==> config.mk <==
export PLATFORM = sky130hd
export DESIGN_NAME = abs_wheel_slip_controller
export DESIGN_NICKNAME = d
export VERILOG_FILES = /design/src/abswsc_pkg.sv /design/src/abs_wheel_slip_controller.sv
export SDC_FILE = /design/constraint.sdc
export NUM_CORES = 1
export LEC_CHECK = 0
export BUFFER_PORTS_ARGS = -buffer_cell sky130_fd_sc_hd__buf_2
export CORE_ASPECT_RATIO = 0.75
export CORE_MARGIN = 2
export CORE_UTILIZATION = 35
export CTS_CLUSTER_DIAMETER = 60
export DETAILED_ROUTE_END_ITERATION = 10
export SLEW_MARGIN = 10
export SYNTH_ARGS = -nofsm -noshare
export SYNTH_HDL_FRONTEND = slang
export SYNTH_SLANG_ARGS = --single-unit
==> constraint.sdc <==
create_clock -name clk -period 11.9 [get_ports clk]
set_input_delay 0.595 -clock clk [delete_from_list [all_inputs] [get_ports clk]]
set_output_delay 0.595 -clock clk [all_outputs]
set_load 0.05 [all_outputs]
==> src/abswsc_pkg.sv <==
// Shared constants and types for the ABS wheel slip controller.
package abswsc_pkg;

	localparam int NUM_WHEELS = 4;
	localparam int WHL_IDX_W  = 2;

	localparam int SPEED_W  = 16;
	localparam int DEMAND_W = 12;
	localparam int TIME_W   = 32;
	localparam int SLIP_W   = 10;
	localparam int THR_W    = 10;
	localparam int PERIOD_W = 16;
	localparam int CUT_W    = 9;

	// tdata widths, padded to whole bytes
	localparam int IN_W  = 152;
	localparam int OUT_W = 112;

	localparam int CFG_IDX_W  = 3;
	localparam int CFG_DATA_W = 16;

	// configuration register indexes
	localparam logic [CFG_IDX_W-1:0] REG_ABS_ENABLED     = 3'd0;
	localparam logic [CFG_IDX_W-1:0] REG_SLIP_THRESHOLD  = 3'd1;
	localparam logic [CFG_IDX_W-1:0] REG_MIN_SPEED       = 3'd2;
	localparam logic [CFG_IDX_W-1:0] REG_PULSE_PERIOD_MS = 3'd3;
	localparam logic [CFG_IDX_W-1:0] REG_PRESSURE_CUT    = 3'd4;

	// speeds at or below this never set the reference
	localparam logic [SPEED_W-1:0] MIN_VALID_SPEED = 16'd10;
	localparam logic [CUT_W-1:0]   CUT_FULL        = 9'd256;

	// divider: 26-bit dividend, 16-bit divisor, 10 quotient bits
	localparam int DVD_W = 26;
	localparam int DEN_W = 16;

	typedef logic [SPEED_W-1:0]  speed_t;
	typedef logic [DEMAND_W-1:0] demand_t;
	typedef logic [SLIP_W-1:0]   slip_t;
	typedef logic [TIME_W-1:0]   time_t;

endpackage

==> src/abs_wheel_slip_controller.sv <==
// ABS wheel slip controller: top level with sequencer and shared serial divider.
//
//  channel  dir  signals                     payload
//  s_axis   in   s_tvalid s_tready s_tdata   one control tick (speeds, ok mask, time, demands)
//  m_axis   out  m_tvalid m_tready m_tdata   one result per tick
//  cfg      in   cfg_we cfg_index cfg_data   register write, one per cycle
//
// Each healthy wheel below the reference passes through the wheel, divide and update states,
// the divide in the one-bit-per-cycle restoring divider; the mean takes one more division,
// then brake scaling runs wheel by wheel on one shared 12x9 multiplier. s_tready is high only
// in idle. The result register holds until m_tready; no new tick is taken before that.
// arst_n clears the flags, pulse times and held slips and loads register defaults.
module abs_wheel_slip_controller (
	input  logic                          clk,
	input  logic                          arst_n,
	input  logic                          s_tvalid,
	output logic                          s_tready,
	// wheel0..3_speed, sensor_ok_mask, time_ms, brake0..3_demand, zero pad
	input  logic [abswsc_pkg::IN_W-1:0]   s_tdata,
	output logic                          m_tvalid,
	input  logic                          m_tready,
	// system_active, wheel_active_mask, pulse_mask, slip0..3, avg_slip,
	// brake0..3_out, zero pad
	output logic [abswsc_pkg::OUT_W-1:0]  m_tdata,
	input  logic                          cfg_we,
	input  logic [abswsc_pkg::CFG_IDX_W-1:0]  cfg_index,
	input  logic [abswsc_pkg::CFG_DATA_W-1:0] cfg_data
);
	import abswsc_pkg::*;

	localparam logic [3:0] ST_IDLE  = 4'd0;
	localparam logic [3:0] ST_REF   = 4'd1;
	localparam logic [3:0] ST_WHEEL = 4'd2;
	localparam logic [3:0] ST_DIV   = 4'd3;
	localparam logic [3:0] ST_UPD   = 4'd4;
	localparam logic [3:0] ST_AVG   = 4'd5;
	localparam logic [3:0] ST_BRAKE = 4'd6;
	localparam logic [3:0] ST_OUT   = 4'd7;

	logic [3:0] state_q;

	// configuration
	logic                enabled_q;
	logic [THR_W-1:0]    thr_q;
	logic [SPEED_W-1:0]  min_speed_q;
	logic [PERIOD_W-1:0] period_q;
	logic [CUT_W-1:0]    cut_q;

	// captured tick
	speed_t              spd_q [NUM_WHEELS];
	demand_t             dem_q [NUM_WHEELS];
	logic [NUM_WHEELS-1:0] ok_q;
	time_t               now_q;

	// controller state
	logic [NUM_WHEELS-1:0] active_q;
	time_t               lpt_q  [NUM_WHEELS];
	slip_t               held_q [NUM_WHEELS];

	// per-tick working values
	logic [WHL_IDX_W-1:0]  idx_q;
	speed_t                ref_q;
	slip_t                 slip_q;
	logic [11:0]           total_q;
	logic [2:0]            count_q;
	logic                  avg_phase_q;
	logic                  sys_q;
	logic [NUM_WHEELS-1:0] pulse_q;
	slip_t                 avg_q;
	demand_t               bout_q [NUM_WHEELS];

	// divider
	logic [DEN_W-1:0]  div_rem_q;
	logic [SLIP_W-1:0] div_lo_q;
	logic [SLIP_W-1:0] div_quo_q;
	logic [DEN_W-1:0]  div_den_q;
	logic [3:0]        div_cnt_q;

	logic s_acc;
	logic m_acc;
	assign s_tready = (state_q == ST_IDLE);
	assign m_tvalid = (state_q == ST_OUT);
	assign s_acc = s_tvalid & s_tready;
	assign m_acc = m_tvalid & m_tready;

	// reference speed: max over healthy wheels above the valid floor
	speed_t ref_c;
	always_comb begin
		ref_c = '0;
		for (int i = 0; i < NUM_WHEELS; i++) begin
			if (ok_q[i] && spd_q[i] > MIN_VALID_SPEED && spd_q[i] > ref_c) begin
				ref_c = spd_q[i];
			end
		end
	end

	// divider step
	logic [DEN_W+1:0] div_diff;
	logic             div_ge;
	logic [DEN_W:0]   div_shift;
	assign div_shift = {div_rem_q, div_lo_q[SLIP_W-1]};
	assign div_diff  = {1'b0, div_shift} - {2'b00, div_den_q};
	assign div_ge    = ~div_diff[DEN_W+1];

	// slip dividend: (ref - w) * 1000 by shift and subtract
	speed_t           cur_spd;
	logic [DVD_W-1:0] sdiff;
	logic [DVD_W-1:0] slip_dvd;
	assign cur_spd  = spd_q[idx_q];
	assign sdiff    = {{(DVD_W-SPEED_W){1'b0}}, ref_q - cur_spd};
	assign slip_dvd = (sdiff << 10) - (sdiff << 4) - (sdiff << 3);

	// wheel update decisions
	logic [13:0] slip_x10;
	logic [13:0] thr_x7;
	time_t       lpt_eff;
	time_t       elapsed;
	logic        over_thr;
	logic        pulse_now;
	assign slip_x10  = ({4'b0, slip_q} << 3) + ({4'b0, slip_q} << 1);
	assign thr_x7    = ({4'b0, thr_q} << 3) - {4'b0, thr_q};
	assign over_thr  = slip_q > thr_q;
	assign lpt_eff   = active_q[idx_q] ? lpt_q[idx_q] : now_q;
	assign elapsed   = now_q - lpt_eff;
	assign pulse_now = elapsed >= {{(TIME_W-PERIOD_W){1'b0}}, period_q};

	// brake scaling
	logic [CUT_W-1:0] cut_sat;
	logic [CUT_W-1:0] keep;
	logic [20:0]      bprod;
	assign cut_sat = (cut_q > CUT_FULL) ? CUT_FULL : cut_q;
	assign keep    = CUT_FULL - cut_sat;
	assign bprod   = {9'b0, dem_q[idx_q]} * {12'b0, keep};

	// configuration writes
	always_ff @(posedge clk or negedge arst_n) begin
		if (!arst_n) begin
			enabled_q   <= 1'b1;
			thr_q       <= 10'd200;
			min_speed_q <= 16'd500;
			period_q    <= 16'd100;
			cut_q       <= 9'd77;
		end else if (cfg_we) begin
			unique case (cfg_index)
				REG_ABS_ENABLED:     enabled_q   <= cfg_data[0];
				REG_SLIP_THRESHOLD:  thr_q       <= cfg_data[THR_W-1:0];
				REG_MIN_SPEED:       min_speed_q <= cfg_data[SPEED_W-1:0];
				REG_PULSE_PERIOD_MS: period_q    <= cfg_data[PERIOD_W-1:0];
				REG_PRESSURE_CUT:    cut_q       <= cfg_data[CUT_W-1:0];
				default: ;
			endcase
		end
	end

	// input capture
	always_ff @(posedge clk) begin
		if (s_acc) begin
			for (int i = 0; i < NUM_WHEELS; i++) begin
				spd_q[i] <= s_tdata[i*SPEED_W +: SPEED_W];
				dem_q[i] <= s_tdata[100 + i*DEMAND_W +: DEMAND_W];
			end
			ok_q  <= s_tdata[67:64];
			now_q <= s_tdata[99:68];
		end
	end

	// sequencer and state
	always_ff @(posedge clk or negedge arst_n) begin
		if (!arst_n) begin
			state_q     <= ST_IDLE;
			active_q    <= '0;
			idx_q       <= '0;
			avg_phase_q <= 1'b0;
			div_cnt_q   <= '0;
			for (int i = 0; i < NUM_WHEELS; i++) begin
				lpt_q[i]  <= '0;
				held_q[i] <= '0;
			end
		end else begin
			unique case (state_q)
				ST_IDLE: begin
					if (s_acc) begin
						state_q <= ST_REF;
					end
				end
				ST_REF: begin
					idx_q <= '0;
					if (!enabled_q) begin
						state_q <= ST_BRAKE;
					end else if (ref_c < min_speed_q) begin
						active_q <= '0;
						for (int i = 0; i < NUM_WHEELS; i++) begin
							held_q[i] <= '0;
						end
						state_q <= ST_BRAKE;
					end else begin
						state_q <= ST_WHEEL;
					end
				end
				ST_WHEEL: begin
					if (!ok_q[idx_q]) begin
						if (idx_q == WHL_IDX_W'(NUM_WHEELS - 1)) begin
							state_q <= ST_AVG;
						end
						idx_q <= idx_q + 1'b1;
					end else if (cur_spd >= ref_q) begin
						state_q <= ST_UPD;
					end else begin
						div_cnt_q   <= '0;
						avg_phase_q <= 1'b0;
						state_q     <= ST_DIV;
					end
				end
				ST_DIV: begin
					// wheel index is kept for the update; the mean pass already sits at zero
					div_cnt_q <= div_cnt_q + 1'b1;
					if (div_cnt_q == 4'(SLIP_W - 1)) begin
						state_q <= avg_phase_q ? ST_BRAKE : ST_UPD;
					end
				end
				ST_UPD: begin
					held_q[idx_q] <= slip_q;
					if (over_thr) begin
						active_q[idx_q] <= 1'b1;
						if (!active_q[idx_q] || pulse_now) begin
							lpt_q[idx_q] <= now_q;
						end
					end else if (active_q[idx_q] && slip_x10 < thr_x7) begin
						active_q[idx_q] <= 1'b0;
					end
					if (idx_q == WHL_IDX_W'(NUM_WHEELS - 1)) begin
						state_q <= ST_AVG;
					end else begin
						state_q <= ST_WHEEL;
					end
					idx_q <= idx_q + 1'b1;
				end
				ST_AVG: begin
					idx_q <= '0;
					if (count_q != '0) begin
						div_cnt_q   <= '0;
						avg_phase_q <= 1'b1;
						state_q     <= ST_DIV;
					end else begin
						state_q <= ST_BRAKE;
					end
				end
				ST_BRAKE: begin
					idx_q <= idx_q + 1'b1;
					if (idx_q == WHL_IDX_W'(NUM_WHEELS - 1)) begin
						state_q <= ST_OUT;
					end
				end
				ST_OUT: begin
					if (m_acc) begin
						state_q <= ST_IDLE;
					end
				end
				default: state_q <= ST_IDLE;
			endcase
		end
	end

	// working registers and divider datapath
	always_ff @(posedge clk) begin
		unique case (state_q)
			ST_IDLE: begin
				if (s_acc) begin
					total_q <= '0;
					count_q <= '0;
					sys_q   <= 1'b0;
					pulse_q <= '0;
					avg_q   <= '0;
				end
			end
			ST_REF: begin
				ref_q <= ref_c;
			end
			ST_WHEEL: begin
				slip_q    <= '0;
				div_rem_q <= slip_dvd[DVD_W-1:SLIP_W];
				div_lo_q  <= slip_dvd[SLIP_W-1:0];
				div_den_q <= ref_q;
			end
			ST_DIV: begin
				div_rem_q <= div_ge ? div_diff[DEN_W-1:0] : div_shift[DEN_W-1:0];
				div_lo_q  <= {div_lo_q[SLIP_W-2:0], 1'b0};
				div_quo_q <= {div_quo_q[SLIP_W-2:0], div_ge};
				if (div_cnt_q == 4'(SLIP_W - 1)) begin
					if (avg_phase_q) begin
						avg_q <= {div_quo_q[SLIP_W-2:0], div_ge};
					end else begin
						slip_q <= {div_quo_q[SLIP_W-2:0], div_ge};
					end
				end
			end
			ST_UPD: begin
				total_q <= total_q + {2'b0, slip_q};
				count_q <= count_q + 1'b1;
				if (over_thr) begin
					sys_q <= 1'b1;
					if (pulse_now) begin
						pulse_q[idx_q] <= 1'b1;
					end
				end
			end
			ST_AVG: begin
				// the top two bits of the total seed the remainder, the rest shift in
				div_rem_q <= {{(DEN_W-2){1'b0}}, total_q[11:SLIP_W]};
				div_lo_q  <= total_q[SLIP_W-1:0];
				div_den_q <= {13'b0, count_q};
			end
			ST_BRAKE: begin
				if (enabled_q && active_q[idx_q]) begin
					bout_q[idx_q] <= bprod[19:8];
				end else begin
					bout_q[idx_q] <= dem_q[idx_q];
				end
			end
			ST_OUT: ;
			default: ;
		endcase
	end

	assign m_tdata = {5'b0,
		bout_q[3], bout_q[2], bout_q[1], bout_q[0],
		avg_q,
		held_q[3], held_q[2], held_q[1], held_q[0],
		pulse_q, active_q, sys_q};

endmodule
Word-level counts from Yosys, hierarchy flattened
Memory sizes are Yosys's and may differ from the RTL's.
Index checks and enable logic that the tools add are counted.
Word-level totals
  register bits: 378
  latch bits: 0
  RAM bits: 160
  memory bits (read-only): 0
  bits of input ports: 176
  memories: 3
Memories
  spd_q: words 4, bits a word 16, read ports 5, clocked after memory_dff 0, write ports 4, RTL line abs_wheel_slip_controller.sv:50  | speed_t spd_q [NUM_WHEELS];
  bout_q: words 4, bits a word 12, read ports 4, clocked after memory_dff 0, write ports 1, RTL line abs_wheel_slip_controller.sv:70  | demand_t bout_q [NUM_WHEELS];
  dem_q: words 4, bits a word 12, read ports 1, clocked after memory_dff 0, write ports 4, RTL line abs_wheel_slip_controller.sv:51  | demand_t dem_q [NUM_WHEELS];
Operators by class
  add/subtract/negate cells: 12
  $mul: 1
  div/mod/pow operators: 0
  order comparisons: 18
  equality and inequality tests: 29
  shifts and indexed selects: 0
  muxes and demuxes: 83
  bitwise operators: 9
  reductions and logical operators: 43
Operators with widths (count)
  bitwise mux 128 bit: 1
  2-to-1 mux 32 bit: 4
  2-to-1 mux 16 bit: 5
  2-to-1 mux 40 bit: 2
  one-hot mux 40 bit (2 select lines): 1
  binary-select mux 32 bit (select 2 bit): 1
  demux 32 bit (select 2 bit): 1
  greater-than comparator 16 x 4 -> 1 bit, second input constant: 4
  2-to-1 mux 4 bit: 16
  2-to-1 mux 10 bit: 6
  greater-than comparator 16 bit: 3
  one-hot mux 16 bit (3 select lines): 1
  bitwise mux 40 bit: 1
  one-hot mux 10 bit (2 select lines): 2
  greater-or-equal comparator 32 x 16 -> 1 bit: 1
  one-hot mux 16 bit (2 select lines): 1
  one-hot mux 4 bit (8 select lines): 1
  subtractor 32 bit: 1
  one-hot mux 10 bit (3 select lines): 1
  subtractor 26 x 19 -> 26 bit: 1
  subtractor 26 x 20 -> 26 bit: 1
  2-to-1 mux 12 bit: 2
  != test 2 bit, second input constant: 12
  one-hot mux 12 bit (2 select lines): 1
  other kinds (61): 125

Logic depth before layout (Yosys ltp)
Gate-level depths: netlist (run 1).
An unclocked memory read counts as a cell.
  depth in word-level cells: 18
  gate-level depth with buffers: 47

Least setup slack after synthesis (run 1)
Ideal clock, no wire load.
  path kind: register to register
  from: memory spd_q[0][1] (netlist name)
  to: register active_q[0]
  arrival: 8.265 ns
  data required time: 11.776 ns
  slack: 3.511 ns
  stages on the path, launching flop included: 46
  path buffers: 5
  cells stage by stage: edfxtp_1 -> a21oi_1 -> o2111ai_1 -> and2_1 -> clkbuf_1 -> nand2_1 -> ha_1 -> nor2b_1 -> o211ai_1 -> a2111o_1 -> a31oi_1 -> buf_2 -> clkbuf_1 -> o21ai_0 -> inv_1 -> ha_1 -> a21o_1 -> a21o_1 -> [... 10 more ...] -> a21o_1 -> a21oi_1 -> or3b_2 -> o211ai_1 -> o211a_1 -> clkbuf_1 -> nand2_1 -> o21ai_0 -> ha_1 -> a21o_1 -> a21o_1 -> a21oi_1 -> nor2_1 -> nor4bb_1 -> nand3_1 -> o22a_1 -> o21a_1 -> a211o_1
RTL lines
  start: declaration: RTL line abs_wheel_slip_controller.sv:50
  end signal: assignment: RTL line abs_wheel_slip_controller.sv:171  | active_q <= '0;
  end signal: assignment: RTL line abs_wheel_slip_controller.sv:191  | active_q <= '0;
  end signal: indexed assignment: RTL line abs_wheel_slip_controller.sv:224  | active_q[idx_q] <= 1'b1;
  end: declaration: RTL line abs_wheel_slip_controller.sv:56  | logic [NUM_WHEELS-1:0] active_q;

==> results of run 1 <==
worst max path at each step:
stage | start | to | slack (ns) | cells past startpoint
detailed placement | spd_q[0][13] | m_tdata[25] | 1.69 | 43
global route | spd_q[0][13] | m_tdata[44] | 0.66 | 43
global placement | spd_q[0][13] | m_tdata[45] | 1.67 | 42
CTS | spd_q[0][13] | m_tdata[31] | 1.65 | 43
finish | spd_q[0][13] | m_tdata[26] | 1.59 | 42
floorplan | spd_q[0][1] | active_q[0] | 3.51 | 45
final cells by class:
type / instances / area [µm²]
inverters: 244 / 921
fillers: 9147 / 56600
clock buffers: 88 / 1890
flip-flops and latches: 537 / 15000
multi-input cells: 2022 / 17100
well taps: 1250 / 1560
clock inverters: 31 / 273
diodes: 8 / 20.0
repair buffers: 307 / 1610
registers in the layout, indices dropped and copies added (netlist names), 10 cells and up:
register	count
dem_q	48
thr_q	10
now_q	32
slip_q	10
div_den_q	16
lpt_q	128
ref_q	16
min_speed_q	16
div_rem_q	16
bout_q	48
div_lo_q	10
avg_q	10
m_tdata	40
total_q	12
spd_q	64
period_q	16
through the flow:
step	std cells	hold WS [ns]	instance area [µm²]
2_1_floorplan	2905	0.299	33400
3_3_place_gp	4360	0.422	36100
3_5_place_dp	4360	0.428	36100
4_1_cts	4479	0.0658	38300
5_1_grt	4481	0.0771	38300
6_report	4487	-0.00370	38300
routing by layer:
layer  track usage (%)  vias up
met5                 0        -
met4              4.48       12
met3              3.93      118
met2              26.8      535
met1              25.9    11400
li1                  -    11000
cells by family after synthesis:
kind of cell               after synthesis  share of synthesized area [%]
AOI/OAI and AO/OA                      560                           10.6
xor gates and xnor gates                99                           2.60
adders and majority gates              343                           14.7
buffers and inverters                  346                           4.28
DFF                                    537                           44.8
muxes                                  264                           12.2
other                                    1                         0.0112
and+or+nand+nor                        751                           10.7
cell usage in the layout, fill, tap and decap left out, types with 25 or more instances in the layout:
cell type  instances
nand2_1          317
edfxtp_1         303
buf_2            279
ha_1             260
inv_1            243
dfrtp_1          215
o21ai_0          184
a21oi_1          127
mux2_4           120
nor2_1           114
fa_1              83
clkbuf_16         72
xnor2_1           67
and2_1            63
mux4_2            61
a21o_1            46
nor3_1            41
mux2i_1           41
mux2_2            40
nor2b_1           36
nand3_1           35
xor2_1            32
buf_4             27
nand4_1           25
==> summary by stage, run 1 <==
Yosys
The number of warnings reported in the yosys synthesis log is 0. The post-synthesis instance area is ~33000 µm². After synthesis, the most frequently instantiated cells are nand2_1 (317), edfxtp_1 (303), ha_1 (260). The cell count after synthesis is 2901. Synthesis inferred between 500 and 600 register bits. Yosys mapped a number of flops with a built-in enable equal to just over 300.

Sorting the synthesized cells by area gives the leading types as edfxtp_1 (27%), dfrtp_1 (16%), ha_1 (9.7%), mux2_4 (5.4%), fa_1 (5.0%). The cell type contributing the most total cell area after synthesis is edfxtp_1. The top cell type by area accounts for between 20% and 30% of the synthesized area. The count of unique library cells instantiated by Yosys is 85. The mean cell area of the mapped netlist is 11.5 µm². In the synthesized netlist the dominant register cell turns out to be edfxtp_1. Counting flops with an async set or reset pin after synthesis yields a share of a little over two fifths. The leading cell type by number of instances after synthesis is nand2_1. For this run, the register share of the synthesized area comes to ~45%.

Clock tree
The H-tree depth is 3. The source-to-sink clock delay at the later pin of the worst-skew pair is 0.62 ns. The master cell of the clock root buffer is clkbuf_16. TritonCTS built the clock tree.

The largest buffer count on any clock path is 3. The number of clock buffers added by TritonCTS is 66. The clock slew seen by the registers of the worst setup and hold paths is 0.06 ns.

The number of gates resized after cts is 0. The number of hold buffers added after CTS is 0. Counting every sink on the clock net gives ~540. Post-CTS timing repair inserted 0 buffers for setup.

STA
The number of hold-slack violations in the final timing report was 1. Setup violations remaining at the end of the flow were counted as 0. The setup TNS is 0 ns.

The final critical delay including setup and external delays is between 10 and 15 ns. The count of pins over their slew limit came to 0. Setup repair after global routing left no endpoint under its margin. The final critical path takes up 86.6% of the cycle. The transition time at the pin with the least slew margin is between 1 and 1.5 ns. Across all setup checks in the final design, the least slack found is roughly 1.6 ns. The achievable clock frequency is approximately 97 MHz. The smallest hold slack is -0.00370 ns. The normalized max-slew margin is between 10% and 20%.

Between clock sinks in the finished design, the worst skew comes to 0.0188 ns.

Drt
In the final routed layout, each cell accounts on average for around 20 µm. The detailed-router iteration count before antenna repair is 5. The detail-routed via count per cell is about 5.

The remaining design rule violation count is 0. In the final routing, the length of wire on met1 measures approximately 42000 µm. For this block, the initial DRC count from the detailed router was roughly 1700.

The post-route antenna net violation count is 0. Detailed routing inserted a total of about 23000 vias. The met3 routed wirelength is between 5000 and 6000 µm. The detailed-route wire length is slightly below 90000 µm. The highest metal layer with signal wires is met5. After detailed routing, the met2 layer carries 38200 µm of wire.

Floorplanning
The die is ~360 µm wide. The vertical die dimension is around 270 µm. The effective utilization at floorplan is 35.2%. The initialized floorplan defines about 100 standard-cell rows.

The overall die area is slightly below 100000 µm². In this run the count of I/O pins placed on the die edge is between 200 and 300. The area of the core is approximately 95000 µm².

Global route
The total congestion overflow is 0. The maximum number of pins on one net before global-route repair is 109. The number of global-route vias before repair is ~23000. The wire length of the first global-routing pass is 136000 µm. The initial antenna violation count is 11.

The all-layer global routing usage is ~18%.

Critical path
Grouping stages by cell kind, the critical path spends the most delay in compound AO/OA/AOI/OAI gates. The type of origin of the critical path is a flop. The setup slack of the most critical reg-to-reg path is roughly 1.6 ns. The highest net fanout along the worst path is 40. The cell with the most instances on the worst path is a21o_1. The arrival time of the worst setup path is 10.78 ns. The class of the most critical setup path is flop to flop. The number of buffers and inverters on the critical path is 4. The delay of the slowest cell on the worst path is 0.73 ns. The cell count of the worst reg-to-reg path is between 40 and 50. In this run the critical register-to-register path is launched from spd_q[0][13].

In this run the critical register-to-register path is captured at m_tdata[26]. At the worst endpoint, the required time is ~12 ns. The cell with the largest stage delay on the worst path is o211a_1. The worst setup path is captured at a flop.

Status
The run finished, with violations left. The checks that failed: negative hold slack.

Place
The number of buffer cells added on primary ports is 280. Detailed placement finished with a half-perimeter wire length of about 65000 µm. The pre-CTS worst setup slack is 1.69 ns. The weighted congestion reported at the end of routability-driven placement is approximately 0.91.

Hold path
The min-delay analysis places its worst path in the category input pin to asynchronous set/reset pin.

Flow run
The tool flagged a number of max-cap violations equal to 0.

Cells and area
The signed area change from the synthesized netlist to the final layout is 14.7%. The final net count is 3697. The final core area utilization is between 40% and 50%. The share of final-layout standard cells stronger than drive strength 1 is between 20% and 30%.
Power of run 1 is not shown: default switching activity piles up to over one toggle a cycle in this logic, so the estimate is an artifact.
==> run 2, diff against run 1 <==
--- a/config.mk
+++ b/config.mk
@@ -5,6 +5,7 @@
 export SDC_FILE = /design/constraint.sdc
 export NUM_CORES = 1
 export LEC_CHECK = 0
+export ABC_AREA = 1
 export BUFFER_PORTS_ARGS = -buffer_cell sky130_fd_sc_hd__buf_2
 export CORE_ASPECT_RATIO = 0.75
 export CORE_MARGIN = 2
==> run 2 against run 1 <==
- area after synthesis decreased by 1.2%
- sequential share of layout area increased by 0.50 points
- largest cell class unchanged
- the run now ends clean
- critical path depth increased by 4
- die area decreased by 1.2%
- fmax increased by 6.1%
- critical path type unchanged
- via count increased by 15%
==> summary by stage, run 2 <==
Yosys
The cell type contributing the most total cell area after synthesis is edfxtp_1. The number of flops mapped to enable cells by yosys came to 303 (unchanged). The sequential area share after synthesis is 45.4% (+0.56 points). The mean cell area of the mapped netlist is 8.86 µm² (-23%). The area share of the largest cell type after synthesis is 27.6% (+0.34 points). The cell count after synthesis is 3723 (+28%). The post-synthesis async set-or-reset flop share is 43.6% (unchanged).

The number of warnings reported in the yosys synthesis log is 0 (unchanged). The predominant post-synthesis flop cell is edfxtp_1. The post-synthesis instance area is 33000 µm² (-1.2%).

The leading cell type by number of instances after synthesis is nand2_1. The flop and latch count out of synthesis is 537 (unchanged). The commonest cells after synthesis are nand2_1 (1113), inv_1 (392), edfxtp_1 (303). Yosys attributes the largest share of cell area to edfxtp_1 (28%), dfrtp_1 (16%), nand2_1 (13%), ha_1 (9.9%), fa_1 (5.0%). The count of unique library cells instantiated by Yosys came to 72 (-15%).

Critical path
The highest net fanout along the worst path is 31 (-23%). The cell with the largest stage delay on the worst path is o21ai_0. By startpoint and endpoint, the worst setup path is classified as flop to flop. The worst setup path is captured at a flop. The required time at the endpoint of the critical path was 12.42 ns (+0.05 ns). The delay of the slowest cell on the worst path is 0.70 ns (-0.03 ns). The cell with the most instances on the worst path is nand2_1.

The arrival time of the worst setup path is 10.23 ns (-0.55 ns). The type of origin of the critical path is a flop.

STA
The setup TNS is 0 ns (unchanged). The count of final setup violators is 0 (unchanged). The final critical delay including setup and external delays is 9.71 ns (-0.597 ns).

The final worst-path cycle share was 81.6% (-5.0 points). The final worst clock skew was 0.0305 ns (+0.0117 ns). The transition time at the pin with the least slew margin is 1.16 ns (-0.0785 ns).

Setup repair after global routing left no endpoint under its margin. The normalized max-slew margin is 22.8% (+5.2 points). The achievable clock frequency was 103 MHz (+6.1%). The number of hold-slack violations in the final timing report is 0 (-1).

The count of pins over their slew limit is 0 (unchanged).

Global route
met1 is the most crowded layer. The met2 usage came to 28.5% (+1.7 points). The initial antenna violation count came to 6 (-5). The all-layer global routing usage is 19.4% (+1.6 points). The global routing met3 resource utilization is 4.11% (+0.18 points).

The total congestion overflow was 0 (unchanged). The maximum number of pins on one net before global-route repair is 100 (-8.3%). The global routing usage on met1 came to 29.0% (+3.1 points).

The number of global-route vias before repair is 25100 (+10%). The wire length of the first global-routing pass was 146000 µm (+7.4%).

Hold path
The worst hold path belongs to the class input pin to flop.

Place
The weighted congestion reported at the end of routability-driven placement is 0.918 (+0.72%). The number of buffer cells added on primary ports is 280 (unchanged). The sum of net half-perimeters after detailed placement was 68000 µm (+4.8%).

Clock tree
The clock buffer count from CTS is 66 (unchanged). The clock slew seen by the registers of the worst setup and hold paths came to 0.06 ns (about the same). The H-tree depth came to 3 (unchanged). The largest buffer count on any clock path is 3 (unchanged).

The master cell of the clock root buffer is clkbuf_16. TritonCTS built the clock tree. The source-to-sink clock delay at the later pin of the worst-skew pair is 0.66 ns (+0.04 ns). The number of buffers added for setup after CTS is 0 (unchanged). The number of gates resized after cts is 0 (unchanged).

The total number of clock tree sinks came to 537 (unchanged).

Floorplanning
The effective utilization at floorplan is 35.3% (+0.11 points). The area of the core is 93500 µm² (-1.5%). The vertical die dimension was 270 µm (-0.61%). The number of placement rows is 97 (-1.0%). The width of the chip is 359 µm (-0.61%). The total I/O pin count was 290 (unchanged). The overall die area is 96800 µm² (-1.2%).

Drt
The detail-routed via count per cell was 5.00 (-2.7%). The detailed-router iteration count before antenna repair is 5 (unchanged). The remaining design rule violation count came to 0 (unchanged). The number of vias after detailed routing is 26400 (+15%). The detailed-route wire length was 94900 µm (+8.3%). The violation count after the first detailed-routing iteration is 2458 (+44%). The average wire per cell in the routed design is 18.0 µm (-8.0%). The post-route antenna net violation count is 0 (unchanged).

Cells and area
The area of the multi-input gates was 15900 µm² (-6.9%). The number of fillers in the final layout was 9360 (+2.3%). Counting flops per register, the top entry is lpt_q. The final net count came to 4505 (+22%). The area used by sequential logic in the layout is 15000 µm² (about the same).

The signed area change from the synthesized netlist to the final layout is 14.7% (about the same). The largest registers in the layout are lpt_q (128), spd_q (64). In the layout the commonest cells are nand2_1 (1112), inv_1 (392), edfxtp_1 (303), o21ai_0 (285), buf_2 (279). The share of final-layout standard cells stronger than drive strength 1 is 11.9% (-9.4 points). The flip-flop count of the largest register, all copies and words added came to 128 (unchanged). The most common cell after layout, fill and taps aside is nand2_1.

Flow run
The number of maximum-capacitance violations is 0 (unchanged).

Status
The run finished with clean final reports.
[run 2: path summary, 6_finish.rpt]
| path | from | endpoint | slack [ns] | cells past startpoint |
|---|---|---|---|---|
| worst max-delay path | spd_q[0][15] | m_tdata[34] | 2.19 | 46 |
| worst min-delay path | s_tdata[134] | dem_q[2][10] | 0.11 | 1 |
| worst max register to register | spd_q[0][15] | m_tdata[34] | 2.19 | 46 |
| worst min register to register | div_quo_q[5] | div_quo_q[6] | 0.45 | 0 |
| max in group asynchronous | arst_n | idx_q[0] | 8.95 | 4 |
| min in group asynchronous | arst_n | lpt_q[53] | 0.59 | 2 |
[run 2: per-layer routing]
metal / up-vias / share of wire (%) / wire length [µm]
met1: 12600 / 48 / 45300
met2: 801 / 43 / 40600
met3: 129 / 7.4 / 7040
met4: 0 / 2.0 / 1910
met5: - / 0 / 0
li1: 12900 / - / -
[run 2: logic make-up after synthesis]
| group | count (synthesis) | synth area share (%) |
|---|---|---|
| AOI/OAI and AO/OA | 639 | 10.8 |
| xor gates and xnor gates | 84 | 2.23 |
| adders and majority gates | 343 | 14.9 |
| buffers and inverters | 525 | 6.58 |
| DFF | 537 | 45.4 |
| muxes | 30 | 0.910 |
| other | 1 | 0.0114 |
| and+or+nand+nor | 1564 | 19.2 |
[run 2: final cells by class]
type	count	area share, %
Inverter	412	4.12
Antenna cell	5	0.0331
Clock inverter	38	1.19
Tap cell	1237	4.09
Timing Repair Buffer	304	4.21
Clock buffer	83	4.78
Multi-Input combinational cell	2665	42.0
Sequential cell	537	39.6
[run 2: through the flow]
step	hold WS [ns]	instances	setup WS [ns]	area, µm²	utilization [%]
floorplan	0.299	3727	3.02	33000	-
global placement	0.431	5154	2.61	35600	38.0
detailed placement	0.436	5154	2.50	35600	38.0
CTS	0.0672	5276	2.46	37800	40.5
global route	0.0762	5278	1.18	37800	40.5
finish	0.114	5281	2.19	37800	40.5
[run 2: worst max-delay path, delay by kind of cell, from the launching register on]
| family | cells | cell delay (ns) |
|---|---|---|
| DFF | 1 | 0.48 |
| and+or+nand+nor | 31 | 5.18 |
| buffers and inverters | 3 | 0.64 |
| adders and majority gates | 4 | 1.37 |
| AOI/OAI and AO/OA | 8 | 1.89 |
[run 2: timing repair]
| item | in CTS | in global routing |
|---|---|---|
| hold buffers | 1 | 0 |
| hold endpoints to repair | 2 | 0 |
| endpoints found under the setup margin | 0 | 0 |
Power of run 2 is left out for the same reason.
